`src/gbn_pkg.sv`:
```
package gbn_pkg;

  localparam int MAX_WINDOW   = 64;
  localparam int SEQ_BITS     = 16;
  localparam int STATE_BITS   = SEQ_BITS + 1;
  localparam int WIN_BITS     = 7;
  localparam int SLOT_BITS    = 6;
  localparam int TOTAL_BITS   = 16;
  localparam int CFG_IDX_BITS = 1;
  localparam int CFG_DATA_BITS = 16;
  localparam int RC_CNT_BITS  = $clog2(STATE_BITS);

  localparam int CWND_DEFAULT = 4000;
  localparam int PACKET_BYTES = 1000;
  localparam logic [WIN_BITS-1:0] WINDOW_RESET = WIN_BITS'(CWND_DEFAULT / PACKET_BYTES);

  localparam logic [1:0] ACT_START   = 2'd0;
  localparam logic [1:0] ACT_ACK     = 2'd1;
  localparam logic [1:0] ACT_FIN_ACK = 2'd2;
  localparam logic [1:0] ACT_TIMEOUT = 2'd3;

  localparam logic [1:0] KIND_NEW  = 2'd0;
  localparam logic [1:0] KIND_RETX = 2'd1;
  localparam logic [1:0] KIND_NONE = 2'd2;
  localparam logic [1:0] KIND_FIN  = 2'd3;

  localparam logic [1:0] TMR_LEAVE   = 2'd0;
  localparam logic [1:0] TMR_RESTART = 2'd1;
  localparam logic [1:0] TMR_STOP    = 2'd2;

  localparam logic [CFG_IDX_BITS-1:0] CFG_WINDOW = 1'b0;
  localparam logic [CFG_IDX_BITS-1:0] CFG_TOTAL  = 1'b1;

  typedef struct packed {
    logic latch_item;
    logic cfg_write;
    logic do_setup;
    logic do_emit;
    logic rc_load;
    logic rc_step;
  } dp_cmd_t;

  typedef struct packed {
    logic out_free;
    logic single;
    logic burst_last;
    logic rc_done;
  } dp_status_t;

  function automatic logic [WIN_BITS-1:0] eff_window(input logic [WIN_BITS-1:0] ws);
    logic [WIN_BITS-1:0] w;
    w = ws;
    if (ws == '0) begin
      w = WIN_BITS'(1);
    end else if (ws > WIN_BITS'(MAX_WINDOW)) begin
      w = WIN_BITS'(MAX_WINDOW);
    end
    return w;
  endfunction

  function automatic logic [SLOT_BITS-1:0] slot_inc(input logic [SLOT_BITS-1:0] s,
                                                     input logic [WIN_BITS-1:0] w);
    logic [WIN_BITS-1:0] t;
    t = {1'b0, s} + WIN_BITS'(1);
    return (t == w) ? '0 : t[SLOT_BITS-1:0];
  endfunction

  // one restoring step of a remainder by the window
  function automatic logic [SLOT_BITS-1:0] rem_step(input logic [SLOT_BITS-1:0] r,
                                                     input logic b,
                                                     input logic [WIN_BITS-1:0] w);
    logic [WIN_BITS-1:0] t;
    t = {r, b};
    if (t >= w) begin
      t = t - w;
    end
    return t[SLOT_BITS-1:0];
  endfunction

endpackage

```
`src/go_back_n_sender_window.sv`:
```
// Go-Back-N sender window control.
// Input channel (in_valid/in_stall) carries one event: action and ack_seq.
// Output channel (out_valid/out_stall) carries transmit commands: packet_kind,
// seq_out, slot, timer_cmd, finished, and last on the final command of an event.
// Config channel (cfg_valid/cfg_ready): cfg_index 0 is the window width, 1 is
// total_packets; write it only while no event is in progress.
// An event is accepted in the idle state and latched; the setup state
// decodes it once the output register is free. A single-command event
// loads its command into the output register there, and the block returns
// to idle to take a new event. A start or timeout burst of n commands goes
// on to the burst state, one command per cycle out of the output register
// while the output is not stalled. A window width write starts a slot
// recompute (one remainder bit per cycle); inputs stall meanwhile.
// Reset: window_base = next_to_send = 1, not closed, window width 4,
// total_packets 0, output empty.
// When the receiver stalls, the output register holds its command and the
// sequencer waits; the last command of an event may wait while a new event
// is accepted.
module go_back_n_sender_window (
  input  logic                                clk,
  input  logic                                rst,
  input  logic                                in_valid,
  output logic                                in_stall,
  input  logic [1:0]                          action,
  input  logic [gbn_pkg::SEQ_BITS-1:0]        ack_seq,
  output logic                                out_valid,
  input  logic                                out_stall,
  output logic [1:0]                          packet_kind,
  output logic [gbn_pkg::SEQ_BITS-1:0]        seq_out,
  output logic [gbn_pkg::SLOT_BITS-1:0]       slot,
  output logic [1:0]                          timer_cmd,
  output logic                                finished,
  output logic                                last,
  input  logic                                cfg_valid,
  output logic                                cfg_ready,
  input  logic [gbn_pkg::CFG_IDX_BITS-1:0]    cfg_index,
  input  logic [gbn_pkg::CFG_DATA_BITS-1:0]   cfg_data
);
  import gbn_pkg::*;

  dp_cmd_t    cmd;
  dp_status_t status;

  gbn_ctrl u_ctrl (
    .clk       (clk),
    .rst       (rst),
    .in_valid  (in_valid),
    .cfg_valid (cfg_valid),
    .cfg_index (cfg_index),
    .status    (status),
    .in_stall  (in_stall),
    .cfg_ready (cfg_ready),
    .cmd       (cmd)
  );

  gbn_dp u_dp (
    .clk         (clk),
    .rst         (rst),
    .cmd         (cmd),
    .status      (status),
    .action      (action),
    .ack_seq     (ack_seq),
    .cfg_index   (cfg_index),
    .cfg_data    (cfg_data),
    .out_stall   (out_stall),
    .out_valid   (out_valid),
    .packet_kind (packet_kind),
    .seq_out     (seq_out),
    .slot        (slot),
    .timer_cmd   (timer_cmd),
    .finished    (finished),
    .last        (last)
  );

endmodule

```
`src/gbn_ctrl.sv`:
```
module gbn_ctrl (
  input  logic                               clk,
  input  logic                               rst,
  input  logic                               in_valid,
  input  logic                               cfg_valid,
  input  logic [gbn_pkg::CFG_IDX_BITS-1:0]   cfg_index,
  input  gbn_pkg::dp_status_t                status,
  output logic                               in_stall,
  output logic                               cfg_ready,
  output gbn_pkg::dp_cmd_t                   cmd
);
  import gbn_pkg::*;

  localparam logic [1:0] S_IDLE   = 2'd0;
  localparam logic [1:0] S_SETUP  = 2'd1;
  localparam logic [1:0] S_BURST  = 2'd2;
  localparam logic [1:0] S_RECALC = 2'd3;

  logic [1:0] state;
  logic [1:0] state_next;
  logic       cfg_write;
  logic       in_take;

  assign in_stall  = (state != S_IDLE);
  assign cfg_ready = (state == S_IDLE) && !in_valid;
  assign cfg_write = cfg_valid && cfg_ready;
  assign in_take   = in_valid && !in_stall;

  always_comb begin
    state_next     = state;
    cmd            = '0;
    cmd.cfg_write  = cfg_write;
    cmd.latch_item = in_take;
    unique case (state)
      S_IDLE: begin
        if (in_take) begin
          state_next = S_SETUP;
        end else if (cfg_write && cfg_index == CFG_WINDOW) begin
          cmd.rc_load = 1'b1;
          state_next  = S_RECALC;
        end
      end
      S_SETUP: begin
        if (status.out_free) begin
          cmd.do_setup = 1'b1;
          state_next   = status.single ? S_IDLE : S_BURST;
        end
      end
      S_BURST: begin
        if (status.out_free) begin
          cmd.do_emit = 1'b1;
          if (status.burst_last) begin
            state_next = S_IDLE;
          end
        end
      end
      S_RECALC: begin
        cmd.rc_step = 1'b1;
        if (status.rc_done) begin
          state_next = S_IDLE;
        end
      end
      default: state_next = S_IDLE;
    endcase
  end

  always_ff @(posedge clk) begin
    if (rst) begin
      state <= S_IDLE;
    end else begin
      state <= state_next;
    end
  end

endmodule

```
`src/gbn_dp.sv`:
```
module gbn_dp (
  input  logic                                clk,
  input  logic                                rst,
  input  gbn_pkg::dp_cmd_t                    cmd,
  output gbn_pkg::dp_status_t                 status,
  input  logic [1:0]                          action,
  input  logic [gbn_pkg::SEQ_BITS-1:0]        ack_seq,
  input  logic [gbn_pkg::CFG_IDX_BITS-1:0]    cfg_index,
  input  logic [gbn_pkg::CFG_DATA_BITS-1:0]   cfg_data,
  input  logic                                out_stall,
  output logic                                out_valid,
  output logic [1:0]                          packet_kind,
  output logic [gbn_pkg::SEQ_BITS-1:0]        seq_out,
  output logic [gbn_pkg::SLOT_BITS-1:0]       slot,
  output logic [1:0]                          timer_cmd,
  output logic                                finished,
  output logic                                last
);
  import gbn_pkg::*;

  localparam int WIDE_BITS = STATE_BITS + 1;

  logic [WIN_BITS-1:0]    win_size, win_size_next;
  logic [TOTAL_BITS-1:0]  total_packets, total_packets_next;
  logic [STATE_BITS-1:0]  window_base, window_base_next;
  logic [STATE_BITS-1:0]  next_to_send, next_to_send_next;
  logic [SLOT_BITS-1:0]   base_slot, base_slot_next;
  logic [SLOT_BITS-1:0]   next_slot, next_slot_next;
  logic                   closed, closed_next;
  logic                   out_valid_next;

  logic [1:0]             act_r, act_r_next;
  logic [SEQ_BITS-1:0]    ack_r, ack_r_next;
  logic [STATE_BITS-1:0]  cur_seq, cur_seq_next;
  logic [SLOT_BITS-1:0]   cur_slot, cur_slot_next;
  logic [WIN_BITS-1:0]    remain, remain_next;
  logic                   burst_retx, burst_retx_next;
  logic                   first, first_next;
  logic [RC_CNT_BITS-1:0] rc_cnt, rc_cnt_next;
  logic [SLOT_BITS-1:0]   rc_base_rem, rc_base_rem_next;
  logic [SLOT_BITS-1:0]   rc_next_rem, rc_next_rem_next;

  logic [1:0]             o_kind;
  logic [STATE_BITS-1:0]  o_seq;
  logic [SLOT_BITS-1:0]   o_slot;
  logic [1:0]             o_timer;
  logic                   o_last;
  logic                   out_load;

  logic [WIN_BITS-1:0]    w;
  logic                   data_phase;
  logic [WIN_BITS-1:0]    start_cnt;
  logic [STATE_BITS-1:0]  base_inc;
  logic                   ack_match;
  logic [STATE_BITS-1:0]  outstanding;
  logic [WIN_BITS-1:0]    retx_cnt;
  logic                   room;
  logic [STATE_BITS-1:0]  base_m1;
  logic [STATE_BITS-1:0]  next_m1;
  logic                   single;

  assign w           = eff_window(win_size);
  assign data_phase  = !closed && (window_base <= {1'b0, total_packets});
  assign start_cnt   = (total_packets < {{(TOTAL_BITS-WIN_BITS){1'b0}}, w}) ?
                       total_packets[WIN_BITS-1:0] : w;
  assign base_inc    = window_base + STATE_BITS'(1);
  assign ack_match   = ({1'b0, ack_r} == window_base);
  assign outstanding = next_to_send - window_base;
  assign retx_cnt    = (outstanding > STATE_BITS'(MAX_WINDOW)) ?
                       WIN_BITS'(MAX_WINDOW) : outstanding[WIN_BITS-1:0];
  assign room        = ({1'b0, next_to_send} <
                        ({1'b0, base_inc} + {{(WIDE_BITS-WIN_BITS){1'b0}}, w}));
  assign base_m1     = window_base - STATE_BITS'(1);
  assign next_m1     = next_to_send - STATE_BITS'(1);

  assign single = !(((act_r == ACT_START) && (start_cnt != '0)) ||
                    ((act_r == ACT_TIMEOUT) && data_phase && (next_to_send > window_base)));

  assign status.out_free   = !out_valid || !out_stall;
  assign status.single     = single;
  assign status.burst_last = (remain == WIN_BITS'(1));
  assign status.rc_done    = (rc_cnt == '0);

  always_comb begin
    win_size_next      = win_size;
    total_packets_next = total_packets;
    window_base_next   = window_base;
    next_to_send_next  = next_to_send;
    base_slot_next     = base_slot;
    next_slot_next     = next_slot;
    closed_next        = closed;
    act_r_next         = act_r;
    ack_r_next         = ack_r;
    cur_seq_next       = cur_seq;
    cur_slot_next      = cur_slot;
    remain_next        = remain;
    burst_retx_next    = burst_retx;
    first_next         = first;
    rc_cnt_next        = rc_cnt;
    rc_base_rem_next   = rc_base_rem;
    rc_next_rem_next   = rc_next_rem;
    out_load           = 1'b0;
    o_kind             = KIND_NONE;
    o_seq              = '0;
    o_slot             = '0;
    o_timer            = TMR_LEAVE;
    o_last             = 1'b1;

    if (cmd.latch_item) begin
      act_r_next = action;
      ack_r_next = ack_seq;
    end

    if (cmd.cfg_write) begin
      unique case (cfg_index)
        CFG_WINDOW: win_size_next      = cfg_data[WIN_BITS-1:0];
        CFG_TOTAL:  total_packets_next = cfg_data[TOTAL_BITS-1:0];
        default:    win_size_next      = win_size;
      endcase
    end

    if (cmd.do_setup) begin
      out_load = single;
      unique case (act_r)
        ACT_START: begin
          window_base_next  = STATE_BITS'(1);
          next_to_send_next = STATE_BITS'(1);
          base_slot_next    = '0;
          next_slot_next    = '0;
          closed_next       = 1'b0;
          cur_seq_next      = STATE_BITS'(1);
          cur_slot_next     = '0;
          remain_next       = start_cnt;
          burst_retx_next   = 1'b0;
          first_next        = 1'b1;
          o_kind            = KIND_FIN;
          o_timer           = TMR_STOP;
        end
        ACT_FIN_ACK: begin
          closed_next = 1'b1;
          o_timer     = TMR_STOP;
        end
        ACT_ACK: begin
          if (data_phase) begin
            o_timer = TMR_RESTART;
            if (ack_match) begin
              window_base_next = base_inc;
              base_slot_next   = slot_inc(base_slot, w);
              if (base_inc > {1'b0, total_packets}) begin
                o_kind  = KIND_FIN;
                o_timer = TMR_STOP;
              end else if (room && (next_to_send <= {1'b0, total_packets})) begin
                o_kind            = KIND_NEW;
                o_seq             = next_to_send;
                o_slot            = next_slot;
                next_to_send_next = next_to_send + STATE_BITS'(1);
                next_slot_next    = slot_inc(next_slot, w);
              end else if (next_to_send <= base_inc) begin
                o_timer = TMR_STOP;
              end
            end
          end
        end
        ACT_TIMEOUT: begin
          if (data_phase) begin
            o_timer         = TMR_RESTART;
            cur_seq_next    = window_base;
            cur_slot_next   = base_slot;
            remain_next     = retx_cnt;
            burst_retx_next = 1'b1;
            first_next      = 1'b1;
          end
        end
        default: o_timer = TMR_LEAVE;
      endcase
    end

    if (cmd.do_emit) begin
      out_load      = 1'b1;
      o_kind        = burst_retx ? KIND_RETX : KIND_NEW;
      o_seq         = cur_seq;
      o_slot        = cur_slot;
      o_last        = (remain == WIN_BITS'(1));
      if (burst_retx ? o_last : first) begin
        o_timer = TMR_RESTART;
      end
      cur_seq_next  = cur_seq + STATE_BITS'(1);
      cur_slot_next = slot_inc(cur_slot, w);
      remain_next   = remain - WIN_BITS'(1);
      first_next    = 1'b0;
      if (!burst_retx) begin
        next_to_send_next = cur_seq + STATE_BITS'(1);
        next_slot_next    = slot_inc(cur_slot, w);
      end
    end

    // slot positions follow a new window width
    if (cmd.rc_load) begin
      rc_cnt_next      = RC_CNT_BITS'(STATE_BITS - 1);
      rc_base_rem_next = '0;
      rc_next_rem_next = '0;
    end
    if (cmd.rc_step) begin
      rc_base_rem_next = rem_step(rc_base_rem, base_m1[rc_cnt], w);
      rc_next_rem_next = rem_step(rc_next_rem, next_m1[rc_cnt], w);
      if (rc_cnt == '0) begin
        base_slot_next = rc_base_rem_next;
        next_slot_next = rc_next_rem_next;
      end else begin
        rc_cnt_next = rc_cnt - RC_CNT_BITS'(1);
      end
    end

    out_valid_next = out_load ? 1'b1 : (out_stall ? out_valid : 1'b0);
  end

  always_ff @(posedge clk) begin
    if (rst) begin
      win_size      <= WINDOW_RESET;
      total_packets <= '0;
      window_base   <= STATE_BITS'(1);
      next_to_send  <= STATE_BITS'(1);
      base_slot     <= '0;
      next_slot     <= '0;
      closed        <= 1'b0;
      rc_cnt        <= '0;
      out_valid     <= 1'b0;
    end else begin
      win_size      <= win_size_next;
      total_packets <= total_packets_next;
      window_base   <= window_base_next;
      next_to_send  <= next_to_send_next;
      base_slot     <= base_slot_next;
      next_slot     <= next_slot_next;
      closed        <= closed_next;
      rc_cnt        <= rc_cnt_next;
      out_valid     <= out_valid_next;
    end
  end

  always_ff @(posedge clk) begin
    act_r       <= act_r_next;
    ack_r       <= ack_r_next;
    cur_seq     <= cur_seq_next;
    cur_slot    <= cur_slot_next;
    remain      <= remain_next;
    burst_retx  <= burst_retx_next;
    first       <= first_next;
    rc_base_rem <= rc_base_rem_next;
    rc_next_rem <= rc_next_rem_next;
    if (out_load) begin
      packet_kind <= o_kind;
      seq_out     <= o_seq[SEQ_BITS-1:0];
      slot        <= o_slot;
      timer_cmd   <= o_timer;
      finished    <= closed_next;
      last        <= o_last;
    end
  end

endmodule

```
`config.mk`:
```
export PLATFORM = sky130hd
export DESIGN_NAME = go_back_n_sender_window
export DESIGN_NICKNAME = d
export VERILOG_FILES = /design/src/gbn_pkg.sv /design/src/go_back_n_sender_window.sv /design/src/gbn_ctrl.sv /design/src/gbn_dp.sv
export SDC_FILE = /design/constraint.sdc
export NUM_CORES = 1
export LEC_CHECK = 0
export BUFFER_PORTS_ARGS = -buffer_cell sky130_fd_sc_hd__buf_2
export CAP_MARGIN = 20
export CORE_MARGIN = 3
export CORE_UTILIZATION = 60
export CTS_CLUSTER_SIZE = 14
export DETAILED_ROUTE_END_ITERATION = 16
export GPL_ROUTABILITY_DRIVEN = 0
export PLACE_DENSITY = 0.79
export SKIP_LAST_GASP = 1
export SYNTH_ARGS = -nofsm -noshare
export SYNTH_HDL_FRONTEND = slang
export SYNTH_SLANG_ARGS = --single-unit
```
`constraint.sdc`:
```
create_clock -name clk -period 8.2 [get_ports clk]
set_clock_uncertainty 0.05 [all_clocks]
set_input_delay 0.41 -clock clk [delete_from_list [all_inputs] [get_ports clk]]
set_output_delay 0.41 -clock clk [all_outputs]
set_load 0.02 [all_outputs]
```
==> qor.csv, run 1 <==
stage;metric;value;unit
run_status;status;finished clean;
clocking;hold_buf cts;0;
clocking;CTS max path bufs;2;
clocking;Clock Latency Late Sink;0.45;ns
synth;synth cell count leaders;nand2_1 (154), nor2_1 (144), ha_1 (137);
synth;Yosys cell types;86;
die;Initial Util;61.1;%
route;Antenna Violating Nets Remaining;0;
power_and_ir_drop;Static Leak;5.84;nW
worst_setup_path;Critical Path Stages;24;
power_and_ir_drop;clock share of power;21.6;%
route;Iter 0 DRT Violations;1624;
global_route;global-route wire length before repair;67900;µm
worst_setup_path;cells along the critical path;nor4_1 -> a21oi_1 -> inv_2 -> ha_1 -> fa_1 -> a21o_1 -> a21oi_1 -> o21bai_1 -> a21oi_1 -> nor2b_1 -> o21ai_0 -> nand2b_1 -> nor2b_1 -> xnor2_1 -> ha_1 -> a211oi_1 -> o21ai_0 -> a2111oi_0 -> a211oi_1 -> o32ai_2 -> nand4_2 -> nor4_1 -> xnor2_1 -> o22ai_1;
worst_setup_path;flop2flop setup slack;1.41;ns
global_route;gr ovfl total;0;
sta;final worst slack;1.41;ns
clocking;TritonCTS clock tree;done;
die;chip height;158;µm
clocking;Post-CTS Resized;0;
synth;Avg Inst Size Synth;8.39;µm²
synth;Mapped Nets;1835;
synth;synth top area cells;edfxtp_1 (19%), ha_1 (12%), dfxtp_1 (11%);
sta;worst rel slew slack;16.0;%
worst_setup_path;CP max FO;22;
worst_hold_path;HP Class;input pin to register;
power_and_ir_drop;Pwr Total;3.89;mW
cells_and_area;post-layout util;65.9;%
synth;post-synth top area cell;edfxtp_1;
clocking;Setup Buffers After CTS;0;
sta;final hold violations;0;
route;Routed WL;43900;µm
placement;Port Buf Inserts;70;
worst_setup_path;FF-to-FF path depth;24;
worst_setup_path;CP Launch Type;register;
global_route;Total GRT Usage;34.8;%
route;total number of vias;13500;
power_and_ir_drop;Switch Pwr;1.70;mW
synth;number of synthesized flops with an enable pin;89;
clocking;clk root buf;clkbuf_16;
cells_and_area;Layout area overhead;7.90;%
synth;register area share after synthesis;30.7;%
synth;most instantiated library cell after synthesis;nand2_1;
worst_setup_path;nature of the critical path endpoint;register;
sta;Least-Margin Pin Slew;1.24;ns
synth;Synth Cell Area;13900;µm²
cells_and_area;share of cells above drive strength 1;9.35;%
worst_setup_path;CP bufs+invs;1;
route;drt via density;6.82;
global_route;largest net degree at the start of global routing;70;
clocking;Worst-path clk slew;0.08;ns
route;# DRC;0;
worst_setup_path;Crit path top cell by count;a21oi_1;
synth;post-synthesis register bit count;168;
cells_and_area;NumNets Final;1857;
cells_and_area;fin cells;1974;
route;number of detailed-route iterations in the first pass;9;
worst_setup_path;crit path launch;u_dp.win_size[6];
worst_setup_path;CP arrival;7.05;ns
power_and_ir_drop;P per Cell Area;260;nW/µm²
die;Site Rows;55;
global_route;initial antenna violation count;0;
synth;top cell type's share of synthesized area;19.3;%
sta;period utilisation layout;82.9;%
clocking;Clock Sinks;168;
worst_setup_path;CP Data Required Time;8.46;ns
sta;max-slew violations;0;
worst_setup_path;CP peak stage delay;0.76;ns
worst_setup_path;critical path's slowest cell;dfxtp_1;
worst_setup_path;CP top delay family;compound AO/OA/AOI/OAI gates;
synth;Post-Syn Instances;1654;
power_and_ir_drop;Peak supply drop;0.160;mV
die;I/O pin cnt;71;
worst_setup_path;CP Class;register to register;
die;core area;22700;µm²
global_route;vias in the first global route;12900;
cells_and_area;antenna cells;0;
clocking;htree depth;4;
worst_setup_path;reg-to-reg startpoint;u_dp.win_size[6];
placement;dpl ws;1.78;ns
placement;placed insts;1942;
cells_and_area;FILL cells;1892;
placement;post-DP HPWL;33100;µm
sta;min cycle time layout;6.79;ns
synth;synth warn;0;
route;routed len/inst;22.2;µm
die;die area;25000;µm²
worst_setup_path;Critical Path Sink;u_dp.next_to_send[13];
power_and_ir_drop;Comb pwr share;44.5;%
sta;TNS Setup;0;ns
power_and_ir_drop;Seq pwr share;33.9;%
sta;unrepaired setup endpoints after global routing;false;
power_and_ir_drop;Switching Fraction;43.9;%
power_and_ir_drop;Internal Power;2.18;mW
sta;fmax;147;MHz
clocking;Num CTS Buffers;17;
job;MaxCap Viol Count;0;
sta;final setup vio count;0;
synth;ys async rst share;0;%
synth;predominant post-synthesis flop cell;edfxtp_1;
die;die width;158;µm
worst_setup_path;R2R Path End;u_dp.next_to_send[13];
worst register-to-register path, cell delays in order (launching register included):
cell and delay, ns:
dfxtp_1 0.76, nor4_1 0.15, a21oi_1 0.29, inv_2 0.18
ha_1 0.25, fa_1 0.41, a21o_1 0.17, a21oi_1 0.20
o21bai_1 0.08, a21oi_1 0.21, nor2b_1 0.07, o21ai_0 0.25
nand2b_1 0.26, nor2b_1 0.09, xnor2_1 0.13, ha_1 0.22
a211oi_1 0.20, o21ai_0 0.17, a2111oi_0 0.42, a211oi_1 0.16
o32ai_2 0.34, nand4_2 0.72, nor4_1 0.60, xnor2_1 0.18
o22ai_1 0.08
final cells by class:
type,instances,area (µm²),area share [%]
Clock buffer,17,425,2.84
Clock inverter,15,171,1.15
Inverter,89,334,2.23
Multi-Input combinational cell,1314,8950,59.8
Sequential cell,168,4250,28.4
Tap cell,285,357,2.38
Timing Repair Buffer,86,470,3.14
layout by cell type, fill, tap and decap left out, drive strengths merged, types with 13 or more instances in the layout:
master  Yosys  layout
edfxtp     89      89
nor2      144     144
nand4      35      35
xor2       32      32
a21oi     133     133
nand2     154     154
o22ai      23      23
inv        88      95
dfxtp      79      79
nand3      65      65
a21o       25      25
nor4       24      24
a22o       20      20
ha        137     137
clkbuf     67      17
nor3       49      49
or3        23      23
o211ai     15      15
nor2b      22      22
buf        16      86
nand2b     24      24
and3       13      13
a211oi     24      24
o21ai      89      89
xnor2      95      95
state kept, by name (all words and copies together) (netlist names), 7 cells and up:
signal	cells
u_dp.next_to_send	17
u_dp.window_base	17
u_dp.win_size	7
u_dp.remain	7
u_dp.cur_seq	17
u_dp.total_packets	16
u_dp.ack_r	16
u_dp.seq_out	16
logic make-up (layout without fill, tap and decap cells):
family / Yosys count / after routing / share of synthesized area [%]
simple gates: 604 / 604 / 22.1
compound gates: 422 / 422 / 19.5
buf+inv: 172 / 207 / 4.85
flops: 168 / 168 / 30.7
fa+ha+maj: 141 / 141 / 12.9
xor+xnor: 130 / 130 / 8.51
mux: 17 / 17 / 1.43
power by group through the flow:
stage	clock [mW]	combinational (mW)	sequential [mW]
global route	0.873	1.88	1.34
CTS	0.837	1.68	1.31
global placement	0	1.63	1.32
floorplan	0	1.15	1.35
finish	0.841	1.73	1.32
detailed placement	0	1.67	1.33
layer usage:
metal,part of all wire (%),up-vias,track usage (%)
met5,0,-,0
met4,6.0,0,19.0
met3,12,230,9.62
met1,38,6278,43.3
met2,45,863,54.8
li1,-,6099,-
worst min-delay path by stage:
stage	start	end	slack (ns)	depth (start not counted)
floorplan	u_dp.win_size[0]	u_dp.win_size[0]	0.38	2
global placement	u_dp.first	u_dp.first	0.40	2
detailed placement	u_dp.win_size[0]	u_dp.win_size[0]	0.41	2
CTS	ack_seq[8]	u_dp.ack_r[8]	0.08	1
global route	ack_seq[8]	u_dp.ack_r[8]	0.08	1
finish	ack_seq[14]	u_dp.ack_r[14]	0.08	1
through the flow:
stage                     hold slack [ns]  area (µm²)
after global routing               0.0756       15000
final                              0.0799       15000
after CTS                          0.0837       15000
after detailed placement            0.414       14400
after floorplan                     0.382       13900
after global placement              0.403       14400
No activity file was read; power rests on OpenSTA's default activity.
==> inputs of run 2 (changes only) <==
Clock period 8.2 ns to 6.4 ns, I/O delays scaled along.
==> qor.csv, run 2 (synthesis results as in run 1) <==
stage;metric;value;unit;change
sta;Least-Margin Pin Slew;1.23;ns;-0.0176 ns
sta;final setup vio count;0;;unchanged
die;Initial Util;61.1;%;unchanged
route;number of detailed-route iterations in the first pass;7;;-2
route;total number of vias;13800;;+2.2%
global_route;vias in the first global route;12800;;-0.47%
global_route;initial antenna violation count;0;;unchanged
die;core area;22700;µm²;unchanged
clocking;Clock Latency Late Sink;0.45;ns;about the same
sta;fmax;168;MHz;+14%
worst_setup_path;CP Launch Type;register;;
global_route;largest net degree at the start of global routing;70;;unchanged
route;Routed WL;45200;µm;+2.8%
power_and_ir_drop;Static Leak;5.98;nW;+2.5%
die;die width;158;µm;unchanged
die;Site Rows;55;;unchanged
clocking;htree depth;4;;unchanged
die;chip height;158;µm;unchanged
cells_and_area;most frequent cells in the layout;nand2_1 (154), nor2_1 (144), ha_1 (137), a21oi_1 (131), xnor2_1 (95);;
worst_setup_path;CP bufs+invs;2;;+1
sta;max-slew violations;0;;unchanged
cells_and_area;biggest regs;u_dp.cur_seq (17), u_dp.next_to_send (17), u_dp.window_base (17);;
die;die area;25000;µm²;unchanged
run_status;status;complete, but fails checks;;
power_and_ir_drop;Peak supply drop;0.186;mV;+16%
worst_setup_path;CP arrival;6.21;ns;-0.84 ns
power_and_ir_drop;Pwr Total;5.04;mW;+30%
die;I/O pin cnt;71;;unchanged
sta;final worst slack;0.440;ns;-0.965 ns
clocking;TritonCTS clock tree;done;;
clocking;Worst-path clk slew;0.07;ns;about the same
clocking;Num CTS Buffers;17;;unchanged
clocking;Setup Buffers After CTS;0;;unchanged
route;Iter 0 DRT Violations;1915;;+18%
global_route;gr ovfl total;0;;unchanged
worst_setup_path;CP peak stage delay;0.56;ns;-0.20 ns
sta;min cycle time layout;5.96;ns;-0.835 ns
cells_and_area;FILL cells;1869;;-1.2%
cells_and_area;most common cell after layout, fill and taps aside;nand2_1;;
route;routed len/inst;22.5;µm;+0.96%
sta;final hold violations;1;;+1
global_route;global-route wire length before repair;68500;µm;+0.91%
worst_setup_path;critical path's slowest cell;dfxtp_1;;
route;drt via density;6.85;;+0.33%
clocking;clk root buf;clkbuf_16;;
cells_and_area;area of the multi-input gates;8970;µm²;+0.22%
route;Antenna Violating Nets Remaining;0;;unchanged
worst_setup_path;nature of the critical path endpoint;register;;
job;MaxCap Viol Count;0;;unchanged
sta;worst hold margin;-0.00200;ns;-0.0819 ns
sta;unrepaired setup endpoints after global routing;false;;
power_and_ir_drop;P per Cell Area;330;nW/µm²;+27%
placement;post-DP HPWL;33800;µm;+2.2%
clocking;Clock Sinks;168;;unchanged
placement;dpl ws;0.421;ns;-1.36 ns
worst_setup_path;CP top delay family;compound AO/OA/AOI/OAI gates;;
global_route;Total GRT Usage;35.3;%;+0.56 points
sta;TNS Setup;0;ns;unchanged
worst_setup_path;CP max FO;8;;-64%
placement;Port Buf Inserts;70;;unchanged
route;# DRC;0;;unchanged
cells_and_area;Layout area overhead;10.1;%;
cells_and_area;NumNets Final;1892;;+1.9%
sta;worst rel slew slack;17.2;%;+1.2 points
clocking;CTS max path bufs;2;;unchanged
worst_hold_path;HP Class;input pin to register;;
cells_and_area;share of cells above drive strength 1;10.4;%;+1.1 points
worst_setup_path;CP Data Required Time;6.65;ns;-1.81 ns
sta;period utilisation layout;93.1;%;+10 points
worst_setup_path;CP Class;register to register;;
run_status;failing checks;hold timing;;
cells_and_area;Seq. cell area;4260;µm²;about the same
[run 2: cell count changes in the layout (fill, tap and decap cells not counted), sizes merged]
cell,before,now
clkinv,9,2
diode,0,1
buf,86,108
inv,95,96
clkbuf,17,18
clkinvlp,0,3
bufinv,0,2
dlygate4sd3,0,13
[run 2: area by class of cell]
| class | count | area share, % |
|---|---|---|
| multi-input combinational | 1314 | 58.7 |
| timing repair buffer | 121 | 5.01 |
| antenna | 1 | 0.0164 |
| sequential | 168 | 27.9 |
| tap | 285 | 2.33 |
| clock inverter | 14 | 1.05 |
| clock buffer | 18 | 2.81 |
| inverter | 89 | 2.19 |
[run 2: metrics by stage]
stage | utilization [%] | std cells | area, µm² | hold WS [ns]
3_3_place_gp | 64.0 | 1964 | 14500 | 0.399
3_5_place_dp | 64.0 | 1964 | 14500 | 0.403
4_1_cts | 67.0 | 2006 | 15200 | 0.00121
2_1_floorplan | - | 1654 | 13900 | 0.369
6_report | 67.3 | 2010 | 15300 | -0.00200
5_1_grt | 67.3 | 2009 | 15300 | -0.00234
[run 2: power breakdown]
| group | switching (mW) | internal [mW] |
|---|---|---|
| logic | 1.45 | 0.839 |
| clock network | 0.499 | 0.587 |
| registers | 0.208 | 1.46 |
| total | 2.16 | 2.88 |
[run 2: timing repair]
action / 4_1_cts / 5_1_grt
hold endpoints to repair: 10 / 3
hold buffers: 10 / 3
setup endpoints to repair: 0 / 7
resized for setup: 0 / 3
[run 2: path summary, 6_finish.rpt]
kind,start,end,slack [ns],cells after the start
worst max-delay path,u_dp.win_size[5],u_dp.next_to_send[11],0.44,25
worst min-delay path,ack_seq[15],u_dp.ack_r[15],-0.002,1
worst max register to register,u_dp.win_size[5],u_dp.next_to_send[11],0.44,25
worst min register to register,u_dp.win_size[0],u_dp.win_size[0],0.41,2
[run 2: layer usage]
| layer | share of wire (%) | global-route usage (%) |
|---|---|---|
| met1 | 37 | 44.9 |
| met2 | 44 | 56.0 |
| met5 | 0 | 0 |
| met4 | 6.3 | 17.7 |
| met3 | 12 | 9.05 |
==> inputs of run 3 (changes only) <==
Settings changed: CORE_UTILIZATION 60 to 40, PLACE_DENSITY 0.79 to 0.57.
==> qor.csv, run 3 (synthesis results as in run 1) <==
stage;metric;value;unit;change
power_and_ir_drop;P per Cell Area;327;nW/µm²;-0.89%
sta;worst rel slew slack;30.6;%;+13 points
power_and_ir_drop;Internal Power;2.92;mW;+1.4%
worst_hold_path;worst hold start;ack_seq[7];;
global_route;largest net degree at the start of global routing;70;;unchanged
clocking;clk root buf;clkbuf_16;;
sta;max-slew violations;0;;unchanged
global_route;Total GRT Usage;26.4;%;-9.0 points
placement;post-DP HPWL;37400;µm;+10%
die;Initial Util;41.0;%;-20 points
sta;fmax;169;MHz;+0.87%
worst_setup_path;nature of the critical path endpoint;register;;
clocking;Worst-path clk slew;0.09;ns;+0.02 ns
clocking;CTS max path bufs;2;;unchanged
power_and_ir_drop;Switching Fraction;42.5;%;-0.26 points
worst_hold_path;HP Class;input pin to register;;
power_and_ir_drop;Switch Pwr;2.16;mW;+0.32%
cells_and_area;Layout area overhead;12.2;%;
die;die width;192;µm;+22%
worst_setup_path;crit path launch;u_dp.window_base[1];;
route;Antenna Violating Nets Remaining;0;;unchanged
clocking;Num CTS Buffers;17;;unchanged
route;# DRC;0;;unchanged
route;Iter 0 DRT Violations;1507;;-21%
route;routed len/inst;22.3;µm;-0.70%
sta;Least-Margin Pin Slew;1.03;ns;-0.196 ns
sta;final hold violations;0;;-1
cells_and_area;share of cells above drive strength 1;10.8;%;+0.32 points
route;total number of vias;13100;;-4.6%
job;MaxCap Viol Count;0;;unchanged
clocking;Setup Buffers After CTS;0;;unchanged
power_and_ir_drop;Static Leak;6.03;nW;+0.85%
die;die area;36900;µm²;+48%
worst_setup_path;CP Data Required Time;6.65;ns;about the same
power_and_ir_drop;Seq pwr share;32.5;%;-0.5 points
die;chip height;192;µm;+22%
clocking;htree depth;4;;unchanged
sta;unrepaired setup endpoints after global routing;false;;
power_and_ir_drop;Pwr Total;5.08;mW;+0.92%
placement;Port Buf Inserts;70;;unchanged
sta;period utilisation layout;92.3;%;-0.81 points
power_and_ir_drop;clock share of power;22.3;%;+0.8 points
cells_and_area;Final Cell Area;15600;µm²;+1.8%
clocking;Clock Latency Late Sink;0.46;ns;about the same
power_and_ir_drop;Comb pwr share;45.3;%;about the same
route;drt via density;6.02;;-12%
clocking;TritonCTS clock tree;done;;
die;Site Rows;67;;+22%
sta;worst hold margin;0.00358;ns;+0.00558 ns
sta;min cycle time layout;5.91;ns;-0.0516 ns
global_route;gr ovfl total;0;;unchanged
die;I/O pin cnt;71;;unchanged
worst_setup_path;CP Class;register to register;;
cells_and_area;biggest regs;u_dp.cur_seq (17), u_dp.next_to_send (17), u_dp.window_base (17);;
worst_setup_path;CP max FO;13;;+5
cells_and_area;most frequent cells in the layout;nand2_1 (154), nor2_1 (142), ha_1 (137), a21oi_1 (131), xnor2_1 (95);;
worst_setup_path;CP Launch Type;register;;
sta;TNS Setup;0;ns;unchanged
global_route;global-route wire length before repair;74300;µm;+8.4%
worst_setup_path;CP arrival;6.15;ns;-0.06 ns
cells_and_area;most common cell after layout, fill and taps aside;nand2_1;;
cells_and_area;NumNets Final;1897;;+0.26%
clocking;Clock Sinks;168;;unchanged
placement;dpl cell area;14800;µm²;+1.5%
worst_setup_path;reg-to-reg startpoint;u_dp.window_base[1];;
run_status;status;finished clean;;
route;Routed WL;48600;µm;+7.6%
sta;final setup vio count;0;;unchanged
power_and_ir_drop;Peak supply drop;0.200;mV;+7.4%
global_route;vias in the first global route;12600;;-1.7%
die;core area;33900;µm²;+49%
route;number of detailed-route iterations in the first pass;6;;-1
global_route;initial antenna violation count;1;;+1
==> run 3: cell types whose count changed in the layout (fill, tap and decap cells not counted), sizes merged <==
cell / previous run / this run
bufinv: 2 / 3
dlygate4sd3: 13 / 16
inv: 96 / 95
clkinvlp: 3 / 1
buf: 108 / 109
clkinv: 2 / 4
clkbuf: 18 / 19
==> run 3: power by group through the flow <==
stage	clock network (mW)	registers, mW	logic (mW)
after CTS	1.14	1.65	2.26
after global routing	1.18	1.68	2.51
final	1.13	1.65	2.30
after detailed placement	0	1.67	2.24
after global placement	0	1.67	2.23
after floorplan	0	1.72	1.48
==> run 3: metrics by stage <==
step                instances  setup slack [ns]  utilization (%)
global placement         2128             0.633             43.6
finish                   2178             0.492             45.9
global route             2177            0.0476             45.9
detailed placement       2128             0.531             43.6
floorplan                1654              1.36                -
CTS                      2176             0.490             45.9
==> run 3: what timing repair did <==
item                                   4_1_cts  5_1_grt
setup endpoints to repair                    0       11
endpoints found under the hold margin       16        0
hold buffers                                16        0
resized for setup                            0        4
==> run 3: area by class of cell <==
type                       instances  area (µm²)
fill                            3385       18300
multi-input combinational       1314        8980
sequential                       168        4260
timing repair buffer             126         811
tap                              448         561
clock buffer                      18         429
inverter                          89         334
clock inverter                    14         184
antenna                            1        2.50
==> run 3: per-layer routing <==
| layer | part of all wire [%] | track usage, % | wire [µm] | vias to the layer above |
|---|---|---|---|---|
| met4 | 4.3 | 11.3 | 2090 | 2 |
| met5 | 0.027 | 0 | 13 | - |
| li1 | - | - | - | 6185 |
| met2 | 44 | 40.7 | 21400 | 616 |
| met3 | 8.6 | 5.55 | 4190 | 137 |
| met1 | 43 | 35.7 | 20900 | 6182 |
==> run 3: worst max-delay path, cell delays in order, from the launching register on <==
cell and delay, ns:
dfxtp_1 0.46, and2_0 0.39, nand4_1 0.17, xnor2_1 0.32, inv_1 0.14, ha_1 0.23, or4_1 0.53, o22a_1 0.23
and2_1 0.20, a21boi_0 0.24, xnor2_1 0.15, ha_1 0.27, a211oi_1 0.26, o21ai_0 0.21, a2111oi_2 0.35, a211oi_1 0.14
o32ai_2 0.30, nand4_4 0.28, buf_4 0.32, nor3_1 0.26, xnor2_1 0.16, o22ai_1 0.08
==> run 3: worst paths after layout <==
check / to / cells after the start / slack [ns]
worst max-delay path: u_dp.next_to_send[4] / 21 / 0.49
worst min-delay path: u_dp.ack_r[7] / 1 / 0.004
worst min register to register: u_dp.win_size[0] / 2 / 0.42
worst max register to register: u_dp.next_to_send[4] / 21 / 0.49
